--- src/design/bbb_pkg.sv ---
// Shared types, widths and constants for the 3x3 box blur blend block.
// Used by the window cell, the divide-and-blend unit and the top level.
// No dependencies.
package bbb_pkg;

	localparam int MAX_SIDE   = 64;
	localparam int PIXEL_BITS = 24;

	localparam int SIDE_W     = 7;
	localparam int WEIGHT_W   = 16;
	localparam int CFG_DATA_W = 16;
	localparam int CFG_IDX_W  = 2;
	localparam int ADDR_BITS  = (MAX_SIDE > 1) ? $clog2(MAX_SIDE) : 1;
	localparam int ADDR_W     = (ADDR_BITS > SIDE_W) ? SIDE_W : ADDR_BITS;

	localparam int WIN_ROWS   = 3;
	localparam int WIN_COLS   = 3;
	localparam int NUM_CENTRES = 4;

	localparam int COLSUM_W   = PIXEL_BITS + 2;
	localparam int SUM_W      = PIXEL_BITS + 4;
	localparam int MAG_W      = PIXEL_BITS + 4;
	localparam int COUNT_W    = 4;
	localparam int RECIP_K    = MAG_W;
	localparam int RECIP_W    = RECIP_K + 1;
	localparam int PROD_W     = MAG_W + RECIP_W;
	localparam int DIFF_W     = PIXEL_BITS + 1;
	localparam int BPROD_W    = DIFF_W + WEIGHT_W + 1;

	localparam logic [WEIGHT_W-1:0] WEIGHT_CAP = WEIGHT_W'(52429);
	localparam logic [SIDE_W-1:0]   SIDE_RESET = SIDE_W'(16);

	localparam logic [CFG_IDX_W-1:0] CFG_SIDE   = CFG_IDX_W'(0);
	localparam logic [CFG_IDX_W-1:0] CFG_WEIGHT = CFG_IDX_W'(1);

	typedef logic signed [PIXEL_BITS-1:0] pix_t;
	typedef logic signed [COLSUM_W-1:0]   colsum_t;
	typedef logic signed [SUM_W-1:0]      sum_t;
	typedef logic [MAG_W-1:0]             mag_t;
	typedef logic [RECIP_W-1:0]           recip_t;
	typedef logic [PROD_W-1:0]            prod_t;
	typedef logic signed [DIFF_W-1:0]     diff_t;
	typedef logic signed [BPROD_W-1:0]    bprod_t;
	typedef logic [COUNT_W-1:0]           count_t;
	typedef logic [WEIGHT_W-1:0]          weight_t;
	typedef logic [SIDE_W-1:0]            side_t;
	typedef logic [ADDR_W-1:0]            addr_t;
	typedef logic [WIN_COLS-1:0]          col_mask_t;
	typedef logic [WIN_ROWS-1:0]          row_mask_t;

	localparam recip_t RECIP_1 = RECIP_W'((longint'(1) << RECIP_K) / 1);
	localparam recip_t RECIP_2 = RECIP_W'((longint'(1) << RECIP_K) / 2);
	localparam recip_t RECIP_3 = RECIP_W'((longint'(1) << RECIP_K) / 3);
	localparam recip_t RECIP_4 = RECIP_W'((longint'(1) << RECIP_K) / 4);
	localparam recip_t RECIP_6 = RECIP_W'((longint'(1) << RECIP_K) / 6);
	localparam recip_t RECIP_9 = RECIP_W'((longint'(1) << RECIP_K) / 9);

	typedef struct packed {
		pix_t top;
		pix_t mid;
	} line_word_t;

	typedef struct packed {
		pix_t      centre;
		count_t    count;
		col_mask_t col_mask;
		weight_t   weight;
		logic      run_last;
		logic      patch_last;
	} blend_req_t;

	typedef struct packed {
		pix_t value;
		logic run_last;
		logic patch_last;
	} blend_res_t;

	// Reciprocal of the neighbor count, floor(2^RECIP_K / n); counts are products of 1..3.
	function automatic recip_t recip_of(input count_t n);
		recip_t r;
		case (n)
			COUNT_W'(1): r = RECIP_1;
			COUNT_W'(2): r = RECIP_2;
			COUNT_W'(3): r = RECIP_3;
			COUNT_W'(4): r = RECIP_4;
			COUNT_W'(6): r = RECIP_6;
			COUNT_W'(9): r = RECIP_9;
			default:     r = '0;
		endcase
		return r;
	endfunction

endpackage

--- src/design/bbb_blend.sv ---
// Eight-stage mean and blend unit: masked window sum, rounded division by the
// neighbor count through a constant reciprocal, then weighted blend with the centre.
// Depends on bbb_pkg.
module bbb_blend (
	input  logic                 clk,
	input  logic                 arst_n,
	input  logic                 start,
	input  bbb_pkg::blend_req_t  req,
	input  bbb_pkg::colsum_t     col_sum [bbb_pkg::WIN_COLS],
	output logic                 done,
	output bbb_pkg::blend_res_t  res
);
	import bbb_pkg::*;

	blend_req_t req_q;
	logic       v_s1, v_s2, v_s3, v_s4, v_s5, v_s6, v_s7, v_s8;
	sum_t       total_s1;
	sum_t       total_c;
	logic       neg_s2;
	mag_t       m_s2, m_s3;
	mag_t       mag_c;
	prod_t      prod_s3;
	mag_t       q0_s4, rem_s4;
	mag_t       q_s5;
	diff_t      mean_c;
	diff_t      d_s6;
	bprod_t     p_s7;
	bprod_t     pr_c;
	bprod_t     sh_c;
	blend_res_t res_s8;

	always_comb begin
		total_c = '0;
		for (int j = 0; j < WIN_COLS; j++) begin
			if (req.col_mask[j]) begin
				total_c = total_c + SUM_W'(col_sum[j]);
			end
		end
	end

	assign mag_c  = total_s1[SUM_W-1] ? MAG_W'(-total_s1) : MAG_W'(total_s1);
	assign mean_c = neg_s2 ? -$signed(DIFF_W'(q_s5)) : $signed(DIFF_W'(q_s5));
	assign pr_c   = p_s7 + BPROD_W'(1 << (WEIGHT_W - 1));
	assign sh_c   = pr_c >>> WEIGHT_W;

	always_ff @(posedge clk or negedge arst_n) begin
		if (!arst_n) begin
			v_s1 <= 1'b0;
			v_s2 <= 1'b0;
			v_s3 <= 1'b0;
			v_s4 <= 1'b0;
			v_s5 <= 1'b0;
			v_s6 <= 1'b0;
			v_s7 <= 1'b0;
			v_s8 <= 1'b0;
		end else begin
			v_s1 <= start;
			v_s2 <= v_s1;
			v_s3 <= v_s2;
			v_s4 <= v_s3;
			v_s5 <= v_s4;
			v_s6 <= v_s5;
			v_s7 <= v_s6;
			v_s8 <= v_s7;
		end
	end

	always_ff @(posedge clk) begin
		if (start) begin
			req_q    <= req;
			total_s1 <= total_c;
		end
		if (v_s1) begin
			neg_s2 <= total_s1[SUM_W-1];
			m_s2   <= mag_c + MAG_W'(req_q.count >> 1);
		end
		if (v_s2) begin
			prod_s3 <= PROD_W'(m_s2) * PROD_W'(recip_of(req_q.count));
			m_s3    <= m_s2;
		end
		if (v_s3) begin
			q0_s4  <= MAG_W'(prod_s3[PROD_W-1:RECIP_K]);
			rem_s4 <= m_s3 - MAG_W'(MAG_W'(prod_s3[PROD_W-1:RECIP_K]) * MAG_W'(req_q.count));
		end
		if (v_s4) begin
			q_s5 <= (rem_s4 >= MAG_W'(req_q.count)) ? q0_s4 + MAG_W'(1) : q0_s4;
		end
		if (v_s5) begin
			d_s6 <= mean_c - DIFF_W'(req_q.centre);
		end
		if (v_s6) begin
			p_s7 <= BPROD_W'(d_s6) * $signed(BPROD_W'({1'b0, req_q.weight}));
		end
		if (v_s7) begin
			res_s8.value      <= req_q.centre + sh_c[PIXEL_BITS-1:0];
			res_s8.run_last   <= req_q.run_last;
			res_s8.patch_last <= req_q.patch_last;
		end
	end

	assign done = v_s8;
	assign res  = res_s8;

`ifndef SYNTHESIS
	a_one_in_flight: assert property (@(posedge clk) disable iff (!arst_n)
		$onehot0({v_s1, v_s2, v_s3, v_s4, v_s5, v_s6, v_s7, v_s8}))
		else $error("more than one item in the blend pipeline");
	a_start_idle: assert property (@(posedge clk) disable iff (!arst_n)
		start |-> !(v_s1 || v_s2 || v_s3 || v_s4 || v_s5 || v_s6 || v_s7 || v_s8))
		else $error("blend started while busy");
	a_count_valid: assert property (@(posedge clk) disable iff (!arst_n)
		v_s2 |-> (req_q.count != '0))
		else $error("zero neighbor count in divide stage");
`endif

endmodule

--- config.mk ---
export PLATFORM = sky130hd
export DESIGN_NAME = bbb_blend
export DESIGN_NICKNAME = d
export VERILOG_FILES = /design/src/design/bbb_pkg.sv /design/src/design/bbb_blend.sv
export SDC_FILE = /design/constraint.sdc
export NUM_CORES = 2
export LEC_CHECK = 0
export BUFFER_PORTS_ARGS = -buffer_cell sky130_fd_sc_hd__buf_2
export CORE_MARGIN = 2
export CORE_UTILIZATION = 60
export DETAILED_ROUTE_END_ITERATION = 8
export GPL_TIMING_DRIVEN = 0
export MAX_ROUTING_LAYER = met4
export PLACE_DENSITY = 0.81
export RECOVER_POWER = 50
export SETUP_SLACK_MARGIN = 0.3
export SLEW_MARGIN = 20
export SYNTH_ARGS = -nofsm -noshare
export SYNTH_HDL_FRONTEND = slang
export SYNTH_SLANG_ARGS = --single-unit
--- constraint.sdc ---
create_clock -name clk -period 25.3 [get_ports clk]
set_input_delay 1.265 -clock clk [delete_from_list [all_inputs] [get_ports clk]]
set_output_delay 1.265 -clock clk [all_outputs]
set_load 0.1 [all_outputs]
==> out/metrics.yaml <==
cts:
  cts_buffers: 39
  cts.clk_slew.worst_paths_ps: 60
  cts_num_sinks: 321
  cts_tree: "done"
  post_cts_buffers: 0
  cts_max_path_buffers: 3
  clock_latency_ps: 580
  cts_root_buf: "clkbuf_16"
  cts_resized: 0
  htreeDepth: 2
  cts_hold_buf: 0
placement:
  port_buffers: 155
  dp_hpwl_mm: 109
  routabilityCongestion: 1.00
sta:
  rsz0062_at_grt: "false"
  setup_violations: 0
  min_period_ps: 11690
  timing.fmax_ghz: 0.0856
  fin_skew_ps: 19.1
  maxSlewHeadroom: -0.262
  fin_crit_sh: 0.462
  fin_setup_tns_ps: 0
  drv_slew: 79
  final-hold-violation-count: 0
  worstMarginPinSlew_ps: 1890
setup_path:
  cpMaxStageDelayCell: "a221oi_1"
  crit_path_start: "req_q[23]"
  worst_setup_path_start_kind: "flop"
  required_ps: 25620
  r2r_cells: 29
  cp.arrival_ps: 12000
  path_max_fanout: 10
  cpMostUsedCell: "fa_1"
  r2r_start: "req_q[23]"
  end_kind: "flop"
  r2r_slack_ps: 13610
  criticalPathCategory: "reg -> reg"
  critical-path-max-stage-delay_ps: 820
global_routing:
  grt_max_degree: 52
  grt_use_total: 0.314
  antenna_found_initial: 0
  grt_pass1_wl_mm: 202
  gr-total-overflow: 0
  grt_pass1_vias: 37961
yosys:
  yosysWarnings: 0
  synth-compound-area-share: 0.0690
  ys.flop_type: "edfxtp_1"
  synth-simple-area-share: 0.128
  synth-xor-area-share: 0.0543
  synth_area_sq_um: 50000
  seq_area_frac_synth: 0.192
  syn_nets: 6466
  synthMuxAreaShare: 0.00784
  synth-adder-area-share: 0.454
  synthCells: 5033
  synth_edf_count: 313
  ys_ff_latch: 321
  ys_async_sr_fraction: 0.0249
  syn-mean-instance-area_sq_um: 9.93
  synth_top_family_by_area: "adder cells"
  synth.distinct_cells: 70
floorplan:
  core_sq_um: 82200
  ios: 157
  fp.dieH_um: 293
  die_w_um: 293
  fp.dieArea_sq_um: 85600
  start_util: 0.608
  std_cell_rows: 105
status:
  violations: "capacitance limit, slew limit"
  outcome: "finished with violations"
finish:
  layout-drive-gt1-share: 0.0526
  synthToLayoutAreaGrowth_pct: 7.06
  num-nets-final: 6668
route:
  wl_per_cell_um: 20.0
  drtIter0Drc: 2504
  antenna_left: 0
  drc: 0
  vias: 35647
  viasPerCell: 5.63
  first_pass_iters: 6
  wirelength_mm: 126
min_path:
  hp-class: "reg -> reg"
  hold_depth: 0
  min_from: "req_q[1]"
job:
  maxCapViolations: 2
## sequential cells by signal, summed over array words and instances (netlist names)
name	flops
d_s6	25
done	1
m_s2	28
m_s3	28
neg_s2	1
p_s7	25
prod_s3	28
q0_s4	25
q_s5	25
rem_s4	28
req_q	46
res	26
total_s1	28
v_s1	1
v_s2	1
v_s3	1
v_s4	1
v_s5	1
v_s6	1
v_s7	1
## synth_stat cells (32+ instances only)
cell         n  share of area
a21oi_1    161          0.016
xor2_1     100          0.018
and2_1     373          0.047
xnor2_1    210          0.037
clkbuf_1   107         0.0080
a21o_1      69          0.010
nand2_1    476          0.036
nand2b_1    32         0.0040
inv_1     1141          0.086
nor3_1      46         0.0046
nor2_1     126         0.0095
edfxtp_1   313           0.19
and3_1      38         0.0048
o21ai_0    104          0.010
nand3_1     53         0.0053
fa_1       852           0.34
ha_1       451           0.11
## metrics by stage
step                cells  setup slack (ps)  area, sq um  hold WS [ps]   util
floorplan            5033             16850        50000           400      -
global route         6336             13230        53500           432  0.650
detailed placement   6264             13950        52200           409  0.635
finish               6337             13610        53500           422  0.651
global placement     6258             13790        52100           405  0.633
CTS                  6336             13840        53600           423  0.651
## final timing paths
| path | end |
|---|---|
| max | prod_s3[55] |
| min | res[1] |
| max reg2reg | prod_s3[55] |
| min reg2reg | res[1] |
| max in group asynchronous | v_s3 |
| min in group asynchronous | v_s5 |
## final cells by class
class / count / area (sq um)
repair buffers: 161 / 830
plain buffers: 114 / 442
clock inverters: 25 / 302
flip-flops and latches: 321 / 9600
clock buffers: 47 / 1040
multi-input cells: 3457 / 35700
fillers: 6496 / 28700
diodes: 1 / 2.50
inverters: 1141 / 4280
well taps: 1070 / 1340
## per-layer routing
metal / up-vias / track usage / wire [um]
met3: 357 / 0.0539 / 9720
met2: 1320 / 0.525 / 62000
met5: - / - / 0
met4: 0 / 0.138 / 6600
li1: 16235 / - / -
met1: 17735 / 0.376 / 48100
## worst max-delay path: cells and delay by family (launching register included)
| family | cells | cell delay (ps) |
|---|---|---|
| adder cells (fa/ha/maj) | 8 | 4060 |
| AO/OA/AOI/OAI | 7 | 3060 |
| buffers and inverters | 9 | 2590 |
| AND/OR/NAND/NOR | 4 | 1080 |
| flip-flops | 1 | 530 |
| XOR/XNOR | 1 | 80 |
## cells in the final DEF (no fill, tap or decap), types with 11 or more instances in the layout
cell,count
a21o_1,69
clkbuf_1,118
buf_2,154
nor4_1,14
a21oi_1,159
o21ai_0,104
mux2i_1,11
nor2_1,126
or2_2,11
nand3_1,53
o211ai_1,13
inv_1,1141
and3_1,38
nor2b_1,22
clkbuf_16,39
nand2b_1,32
a31oi_1,28
o31ai_1,18
o21a_1,25
o21bai_1,21
nor3_1,46
or3_1,18
a211oi_1,22
and2_1,373
fa_1,852
ha_1,451
edfxtp_1,313
nand4_1,20
mux2_2,25
nand2_1,476
xor2_1,100
xnor2_1,210
## logic make-up (layout without fill, tap and decap cells)
kind of cell               after synthesis  after routing
adders and majority gates             1303           1303
AOI/OAI and AO/OA                      538            538
DFF                                    321            321
xor gates and xnor gates               310            310
other                                    0              1
muxes                                   36             36
and+or+nand+nor                       1270           1270
buffers and inverters                 1255           1488
Power is not shown: default switching activity piles up to over one toggle a cycle in this logic, so the estimate is an artifact.
