File: src/design/bbb_pkg.sv
// Shared types, widths and constants for the 3x3 box blur blend block.
// Used by the window cell, the divide-and-blend unit and the top level.
// No dependencies.
package bbb_pkg;

	localparam int MAX_SIDE   = 64;
	localparam int PIXEL_BITS = 24;

	localparam int SIDE_W     = 7;
	localparam int WEIGHT_W   = 16;
	localparam int CFG_DATA_W = 16;
	localparam int CFG_IDX_W  = 2;
	localparam int ADDR_BITS  = (MAX_SIDE > 1) ? $clog2(MAX_SIDE) : 1;
	localparam int ADDR_W     = (ADDR_BITS > SIDE_W) ? SIDE_W : ADDR_BITS;

	localparam int WIN_ROWS   = 3;
	localparam int WIN_COLS   = 3;
	localparam int NUM_CENTRES = 4;

	localparam int COLSUM_W   = PIXEL_BITS + 2;
	localparam int SUM_W      = PIXEL_BITS + 4;
	localparam int MAG_W      = PIXEL_BITS + 4;
	localparam int COUNT_W    = 4;
	localparam int RECIP_K    = MAG_W;
	localparam int RECIP_W    = RECIP_K + 1;
	localparam int PROD_W     = MAG_W + RECIP_W;
	localparam int DIFF_W     = PIXEL_BITS + 1;
	localparam int BPROD_W    = DIFF_W + WEIGHT_W + 1;

	localparam logic [WEIGHT_W-1:0] WEIGHT_CAP = WEIGHT_W'(52429);
	localparam logic [SIDE_W-1:0]   SIDE_RESET = SIDE_W'(16);

	localparam logic [CFG_IDX_W-1:0] CFG_SIDE   = CFG_IDX_W'(0);
	localparam logic [CFG_IDX_W-1:0] CFG_WEIGHT = CFG_IDX_W'(1);

	typedef logic signed [PIXEL_BITS-1:0] pix_t;
	typedef logic signed [COLSUM_W-1:0]   colsum_t;
	typedef logic signed [SUM_W-1:0]      sum_t;
	typedef logic [MAG_W-1:0]             mag_t;
	typedef logic [RECIP_W-1:0]           recip_t;
	typedef logic [PROD_W-1:0]            prod_t;
	typedef logic signed [DIFF_W-1:0]     diff_t;
	typedef logic signed [BPROD_W-1:0]    bprod_t;
	typedef logic [COUNT_W-1:0]           count_t;
	typedef logic [WEIGHT_W-1:0]          weight_t;
	typedef logic [SIDE_W-1:0]            side_t;
	typedef logic [ADDR_W-1:0]            addr_t;
	typedef logic [WIN_COLS-1:0]          col_mask_t;
	typedef logic [WIN_ROWS-1:0]          row_mask_t;

	localparam recip_t RECIP_1 = RECIP_W'((longint'(1) << RECIP_K) / 1);
	localparam recip_t RECIP_2 = RECIP_W'((longint'(1) << RECIP_K) / 2);
	localparam recip_t RECIP_3 = RECIP_W'((longint'(1) << RECIP_K) / 3);
	localparam recip_t RECIP_4 = RECIP_W'((longint'(1) << RECIP_K) / 4);
	localparam recip_t RECIP_6 = RECIP_W'((longint'(1) << RECIP_K) / 6);
	localparam recip_t RECIP_9 = RECIP_W'((longint'(1) << RECIP_K) / 9);

	typedef struct packed {
		pix_t top;
		pix_t mid;
	} line_word_t;

	typedef struct packed {
		pix_t      centre;
		count_t    count;
		col_mask_t col_mask;
		weight_t   weight;
		logic      run_last;
		logic      patch_last;
	} blend_req_t;

	typedef struct packed {
		pix_t value;
		logic run_last;
		logic patch_last;
	} blend_res_t;

	// Reciprocal of the neighbor count, floor(2^RECIP_K / n); counts are products of 1..3.
	function automatic recip_t recip_of(input count_t n);
		recip_t r;
		case (n)
			COUNT_W'(1): r = RECIP_1;
			COUNT_W'(2): r = RECIP_2;
			COUNT_W'(3): r = RECIP_3;
			COUNT_W'(4): r = RECIP_4;
			COUNT_W'(6): r = RECIP_6;
			COUNT_W'(9): r = RECIP_9;
			default:     r = '0;
		endcase
		return r;
	endfunction

endpackage

File: src/design/bbb_cell.sv
// One column cell of the 3x3 window: holds three pixels and a masked column sum.
// Hands its column to the left neighbor on every shift.
// Depends on bbb_pkg.
module bbb_cell (
	input  logic                           clk,
	input  logic                           shift_en,
	input  bbb_pkg::pix_t                  col_in [bbb_pkg::WIN_ROWS],
	input  logic                           sum_en,
	input  logic [bbb_pkg::WIN_ROWS-1:0]   row_mask,
	output bbb_pkg::pix_t                  col_out [bbb_pkg::WIN_ROWS],
	output bbb_pkg::colsum_t               sum_out
);
	import bbb_pkg::*;

	pix_t    col_q [WIN_ROWS];
	colsum_t sum_q;
	colsum_t sum_c;

	always_comb begin
		sum_c = '0;
		for (int i = 0; i < WIN_ROWS; i++) begin
			if (row_mask[i]) begin
				sum_c = sum_c + COLSUM_W'(col_q[i]);
			end
		end
	end

	always_ff @(posedge clk) begin
		if (shift_en) begin
			col_q <= col_in;
		end
		if (sum_en) begin
			sum_q <= sum_c;
		end
	end

	assign col_out = col_q;
	assign sum_out = sum_q;

endmodule

File: config.mk
export PLATFORM = sky130hd
export DESIGN_NAME = bbb_cell
export DESIGN_NICKNAME = d
export VERILOG_FILES = /design/src/design/bbb_pkg.sv /design/src/design/bbb_cell.sv
export SDC_FILE = /design/constraint.sdc
export NUM_CORES = 1
export LEC_CHECK = 0
export ABC_AREA = 1
export BUFFER_PORTS_ARGS = -buffer_cell sky130_fd_sc_hd__buf_4
export CORE_MARGIN = 8
export CORE_UTILIZATION = 59
export CTS_BUF_LIST = sky130_fd_sc_hd__clkbuf_16
export DETAILED_ROUTE_END_ITERATION = 10
export PLACE_DENSITY = 0.92
export RECOVER_POWER = 100
export SLEW_MARGIN = 5
export SYNTH_ARGS = -nofsm -noshare
export SYNTH_HDL_FRONTEND = slang
export SYNTH_SLANG_ARGS = --single-unit
File: constraint.sdc
create_clock -name clk -period 13.5 [get_ports clk]
set_input_delay 4.05 -clock clk [delete_from_list [all_inputs] [get_ports clk]]
set_output_delay 4.05 -clock clk [all_outputs]
set_load 0.05 [all_outputs]
==> impl_metrics.toml, run 1 <==
[status]
status = "finished with violations"
violations = "capacitance limit, slew limit"

[pwr]
power_density_nw_per_um2 = 128.6
p_switching_mw = 0.4488
clock_power_share_pct = 22.9
ir_drop_mv = 0.07512
total_power_mw = 1.090
swShare_pct = 41.16
internal-power_mw = 0.6417
combPwrFrac_pct = 41.2
p_leak_nw = 3.944
seqPwrFrac_pct = 36.0

[timing]
slew_violations = 104
period_needed_ns = 9.124
period_share_pct = 67.59
finalWorstSetupSlack_ns = 4.376
max_slew_margin_pct = -153.9
tns_ns = 0
clock-skew-final_ns = 0.006224
clock.fmax_mhz = 109.6
hold_viol = 0
rsz0062_at_grt = "false"
tightestPinTransition_ns = 3.809
finalSetupViolations = 0

[drt]
drc = 0
finalWirelength_um = 21370
ant_nets = 0
wire_per_inst_um = 17.68
via_per_inst = 5.734
drtPass1Iterations = 5
vias = 6932
drtIter0Drc = 651

[clock_network]
h-tree-depth = 3
ctsHoldBuffers = 0
clkLatencyLatePin_ns = 0.36
clockBufferDepth = 2
clock-root-buffer = "clkbuf_16"
tritoncts = "yes"
cts_buffers = 9
cts_sinks = 98
clk_pin_slew_worst_paths_ns = 0.07
cts-resized-gates = 0
post_cts_buffers = 0

[setup_path]
r2r_end = "sum_out[19]"
r2r-start = "col_out[48]"
cp-startpoint = "row_mask[0]"
crit_end = "sum_out[19]"
startpoint_type = "input port"
r2r_slack_ns = 9.07
arrival_ns = 9.24
crit_required_ns = 13.61
crit_fanout = 30
cp-end-kind = "register"
r2r_cells = 18
critical_path_class = "in -> reg"

[global_routing]
grt_antenna_before_repair = 0
overflow = 0
grt_max_degree = 73
grt_pass1_vias = 6890
groute.usage.overall_pct = 27.02
grt_pass1_wl_um = 34210

[logic_synthesis]
ys_types = 48
ys_async_sr_fraction_pct = 0
ys.flop_type = "edfxtp_1"
ys_seq_elements = 98
synth_fp_nets = 1013
synth_area_per_cell_um2 = 8.096
syn-cell-area_um2 = 7173
ys_seq_area_share_pct = 41.03
yosys_warnings = 0
netlist_instances = 886
synth_edf_count = 98

[floorplan]
io_pins = 176
core-area_um2 = 11960
row_count = 40
chipHeight_um = 126.3
start_util_pct = 59.97
dieWidth_um = 126.3
die-area_um2 = 15940

[place]
pre_cts_slack_ns = 5.661
hpwl_um = 17220
portBuffers = 175
gp_congestion = 0.9837

[worst_hold_path]
hold_depth = 3
worstHoldPathType = "reg -> reg"

[cells_and_area]
drive_gt1_share_pct = 13.28
nNetsFinal = 1185
n_antenna_cell = 0
syn2layout_area_growth_pct = 18.18

[job]
max_cap_violations = 2
## cells in the mapped netlist (4+ instances only)
master    count  area share (%)
nand3_1      76             5.3
o21ai_2       5            0.61
nor2_1       51             2.7
o21bai_1      6            0.63
a31oi_1       5            0.44
nand3_2       4            0.56
nand2_1     251              13
ha_1         47             8.2
or2_2         5            0.44
nand2_2      15             1.3
xnor2_1      11             1.3
o21ai_0      32             2.2
edfxtp_1     98              41
buf_2         4            0.28
xor2_1        8            0.98
inv_1       117             6.1
a21oi_1      47             3.3
buf_1         4            0.21
nor3_1       11            0.77
nand2_4       6            0.94
nor2_2        4            0.35
nand4_1      18             1.6
and2_1        5            0.44
nand3_4       6             1.5
a21boi_0      4            0.42
clkbuf_1      5            0.26
## cells in the final DEF (no fill, tap or decap), types with 8 or more instances in the layout
master,Yosys,final
clkbuf_16,0,9
edfxtp_1,98,98
nor3_1,11,11
ha_1,47,47
nor2_1,51,51
nand2_1,251,252
xor2_1,8,8
clkbuf_1,5,101
clkbuf_4,0,72
a21oi_1,47,47
xnor2_1,11,11
nand3_1,76,76
inv_1,117,119
nand4_1,18,18
o21ai_0,32,34
nand2_2,15,14
## layer usage
metal,global-route usage [%],share of wire [%]
met3,5.992,8.8
met1,32.59,40
met5,0,0
met4,11.82,3.0
met2,45.49,48
## cell type report
cell class | instances | area [um^2]
multi-input combinational | 654 | 3689
fill | 1056 | 3485
sequential | 98 | 2943
timing repair buffer | 175 | 934.6
inverter | 120 | 450.4
clock buffer | 9 | 225.2
tap | 147 | 183.9
clock inverter | 6 | 51.30
## worst max-delay path, stage by stage
cell and delay (ns):
clkbuf_1 1.28, nand2_1 0.19, inv_1 0.13, ha_1 0.20, fa_1 0.34, nand3_4 0.09
o21ai_0 0.48, xor2_1 0.12, o21ai_0 0.36, ha_1 0.39, a21oi_1 0.16, a21boi_0 0.49
o21ai_0 0.37, nand2_1 0.13, nand2_1 0.09, nand2_1 0.11, nand3b_1 0.09, nand3_1 0.10
nand2_1 0.05
## power groups by stage
| stage | Clock, mW | Combinational [mW] | Sequential [mW] |
|---|---|---|---|
| after floorplan | 0 | 0.231 | 0.499 |
| after global placement | 0 | 0.461 | 0.397 |
| after detailed placement | 0 | 0.469 | 0.398 |
| after CTS | 0.252 | 0.472 | 0.392 |
| after global routing | 0.264 | 0.487 | 0.395 |
| final | 0.250 | 0.449 | 0.392 |
## state kept, by name, indices dropped and copies added (netlist names)
register,cells
col_out,72
sum_out,26
## worst min-delay path by stage
stage | start | endpoint | slack [ns]
6_report | col_out[0] | sum_out[0] | 0.71
4_1_cts | col_out[0] | sum_out[0] | 0.71
3_5_place_dp | col_out[0] | sum_out[0] | 0.70
5_1_grt | col_out[0] | sum_out[0] | 0.75
3_3_place_gp | col_out[0] | sum_out[0] | 0.67
2_1_floorplan | col_out[0] | sum_out[0] | 1.03
## cell families (layout without fill, tap and decap cells)
group	after synthesis	count (layout)	share of synthesized area [%]
AND/OR/NAND/NOR	464	464	30.39
flip-flops	98	98	41.03
adder cells (fa/ha/maj)	49	49	8.756
AO/OA/AOI/OAI	121	121	10.10
buffers and inverters	134	310	7.186
XOR/XNOR	20	20	2.547
## through the flow
stage / cell area [um^2] / hold WS (ns) / std cells / util, %
after floorplan: 7173 / 1.027 / 886 / -
after global placement: 8606 / 0.6707 / 1194 / 71.95
after detailed placement: 8606 / 0.6972 / 1194 / 71.95
after CTS: 8882 / 0.7118 / 1209 / 74.26
after global routing: 8477 / 0.7504 / 1209 / 70.87
final: 8477 / 0.7112 / 1209 / 70.87
No activity file was read; power rests on OpenSTA's default activity.
==> run 2: changes to the inputs <==
--- a/config.mk
+++ b/config.mk
@@ -8,10 +8,10 @@
 export ABC_AREA = 1
 export BUFFER_PORTS_ARGS = -buffer_cell sky130_fd_sc_hd__buf_4
 export CORE_MARGIN = 8
-export CORE_UTILIZATION = 59
+export CORE_UTILIZATION = 50
 export CTS_BUF_LIST = sky130_fd_sc_hd__clkbuf_16
 export DETAILED_ROUTE_END_ITERATION = 10
-export PLACE_DENSITY = 0.92
+export PLACE_DENSITY = 0.83
 export RECOVER_POWER = 100
 export SLEW_MARGIN = 5
 export SYNTH_ARGS = -nofsm -noshare
==> constraint.sdc (replaced) <==
create_clock -name clk -period 8.34 [get_ports clk]
set_input_delay 2.502 -clock clk [delete_from_list [all_inputs] [get_ports clk]]
set_output_delay 2.502 -clock clk [all_outputs]
set_load 0.05 [all_outputs]
==> run 2 against run 1 <==
- the run still ends with capacitance limit, slew limit left
- critical path depth unchanged
- combinational power increased by 60%
- routed wire length down 2.4%
- final area up 0.62%
- critical path type unchanged
- critical endpoint unchanged
- largest power group unchanged
==> impl_metrics.toml, run 2 (same netlist as run 1, synthesis figures left out) <==
[timing]
clock.fmax_mhz = 151.8
max_slew_margin_pct = -146.8
clock-skew-final_ns = 0.007413
period_needed_ns = 6.587
period_share_pct = 78.98
hold_viol = 0
finalSetupViolations = 0
tightestPinTransition_ns = 3.702
tns_ns = 0
slew_violations = 73
rsz0062_at_grt = "false"

[global_routing]
grt_max_degree = 73
grt_pass1_vias = 6632
grt_pass1_wl_um = 32770
grt_antenna_before_repair = 0
groute.usage.overall_pct = 22.83
overflow = 0

[drt]
wire_per_inst_um = 16.80
via_per_inst = 5.367
finalWirelength_um = 20860
drc = 0
drtPass1Iterations = 5
ant_nets = 0
drtIter0Drc = 583
vias = 6666

[pwr]
power_density_nw_per_um2 = 209.7
p_leak_nw = 3.960
seqPwrFrac_pct = 35.5
clock_power_share_pct = 24.4
p_switching_mw = 0.7195
swShare_pct = 40.23
combPwrFrac_pct = 40.2
ir_drop_mv = 0.1159
internal-power_mw = 1.069

[setup_path]
cpPeakStageDelay_ns = 0.51
critical_path_class = "in -> reg"
arrival_ns = 6.68
cp_slowest_cell = "o21ai_0"
startpoint_type = "input port"
r2r-start = "col_out[48]"
crit_fanout = 30
cp_common_cell = "nand2_1"
crit_path_cell_trace = "buf_4 -> nand2_1 -> inv_1 -> ha_1 -> fa_1 -> nand3_1 -> o21ai_0 -> xor2_1 -> o21ai_0 -> ha_1 -> a21oi_1 -> a21boi_0 -> o21ai_0 -> nand2_1 -> nand2_1 -> nand2_1 -> nand3b_1 -> nand3_1 -> nand2_1"
r2r_end = "sum_out[19]"
r2r_slack_ns = 3.91
crit_required_ns = 8.44
r2r_cells = 18
cp-end-kind = "register"

[cells_and_area]
nNetsFinal = 1185
final_common_cell = "nand2_1"
final_util_pct = 61.21
final_cell_mix = "254 x nand2_1, 120 x inv_1, 100 x clkbuf_1, 98 x edfxtp_1, 77 x nand3_1"
syn2layout_area_growth_pct = 18.91
drive_gt1_share_pct = 13.09
n_antenna_cell = 0
largest_register_ffs = 72
fin_area_um2 = 8529

[worst_hold_path]
worstHoldPathType = "reg -> reg"
hold_depth = 3
whs_endpoint = "sum_out[0]"
hp-start = "col_out[0]"

[floorplan]
start_util_pct = 51.48
die-area_um2 = 18430
row_count = 43
core-area_um2 = 13930
io_pins = 176
dieWidth_um = 135.8
chipHeight_um = 135.8

[clock_network]
cts_buffers = 9
clockBufferDepth = 2
clock-root-buffer = "clkbuf_16"
post_cts_buffers = 0
cts_sinks = 98
cts-resized-gates = 0
clk_pin_slew_worst_paths_ns = 0.06
h-tree-depth = 3
tritoncts = "yes"
ctsHoldBuffers = 0
clkLatencyLatePin_ns = 0.36

[place]
placed_cell_area_um2 = 8647
gp_congestion = 0.9637
hpwl_um = 17040
portBuffers = 175

[status]
violations = "capacitance limit, slew limit"
status = "finished with violations"

[job]
max_cap_violations = 1
run 2: worst max path at each step:
stage / startpoint / end / slack (ns) / depth (start not counted)
6_report: row_mask[0] / sum_out[19] / 1.75 / 19
3_3_place_gp: row_mask[0] / sum_out[25] / 2.13 / 24
4_1_cts: row_mask[0] / sum_out[21] / 2.40 / 23
2_1_floorplan: row_mask[0] / sum_out[21] / 2.51 / 25
3_5_place_dp: row_mask[0] / sum_out[21] / 2.03 / 23
5_1_grt: row_mask[0] / sum_out[19] / 1.38 / 19
run 2: area by class of cell:
class	count	area, um^2
multi-input cells	654	3671
fillers	1273	5405
clock inverters	6	76.32
repair buffers	175	938.4
flip-flops and latches	98	2943
inverters	120	450.4
clock buffers	9	225.2
well taps	180	225.2
run 2: layer usage:
metal / vias to the layer above / global-route usage, % / wire length (um)
li1: 3311 / - / -
met1: 3020 / 27.99 / 8584
met2: 286 / 37.78 / 9949
met3: 49 / 4.562 / 1682
met4: 0 / 10.80 / 646
met5: - / 0 / 0
run 2: power by group through the flow:
stage,Combinational (mW),Clock (mW),Sequential (mW)
6_report,0.719,0.436,0.634
4_1_cts,0.760,0.440,0.634
5_1_grt,0.789,0.457,0.641
3_3_place_gp,0.746,0,0.643
3_5_place_dp,0.757,0,0.645
2_1_floorplan,0.374,0,0.808
run 2: worst max-delay path, delay by kind of cell:
kind            cells  cell delay, ns
buf+inv             2            0.43
fa+ha+maj           3            0.83
compound gates      5            1.95
xor+xnor            1            0.12
simple gates        8            0.86
run 2: metrics by stage:
step | setup WS [ns] | total power [mW] | hold WS, ns | instances
after floorplan | 2.510 | 1.182 | 1.027 | 886
after global placement | 2.132 | 1.389 | 0.6669 | 1227
after detailed placement | 2.033 | 1.402 | 0.6775 | 1227
after CTS | 2.400 | 1.834 | 0.6975 | 1242
after global routing | 1.382 | 1.887 | 0.7640 | 1242
final | 1.753 | 1.788 | 0.6931 | 1242
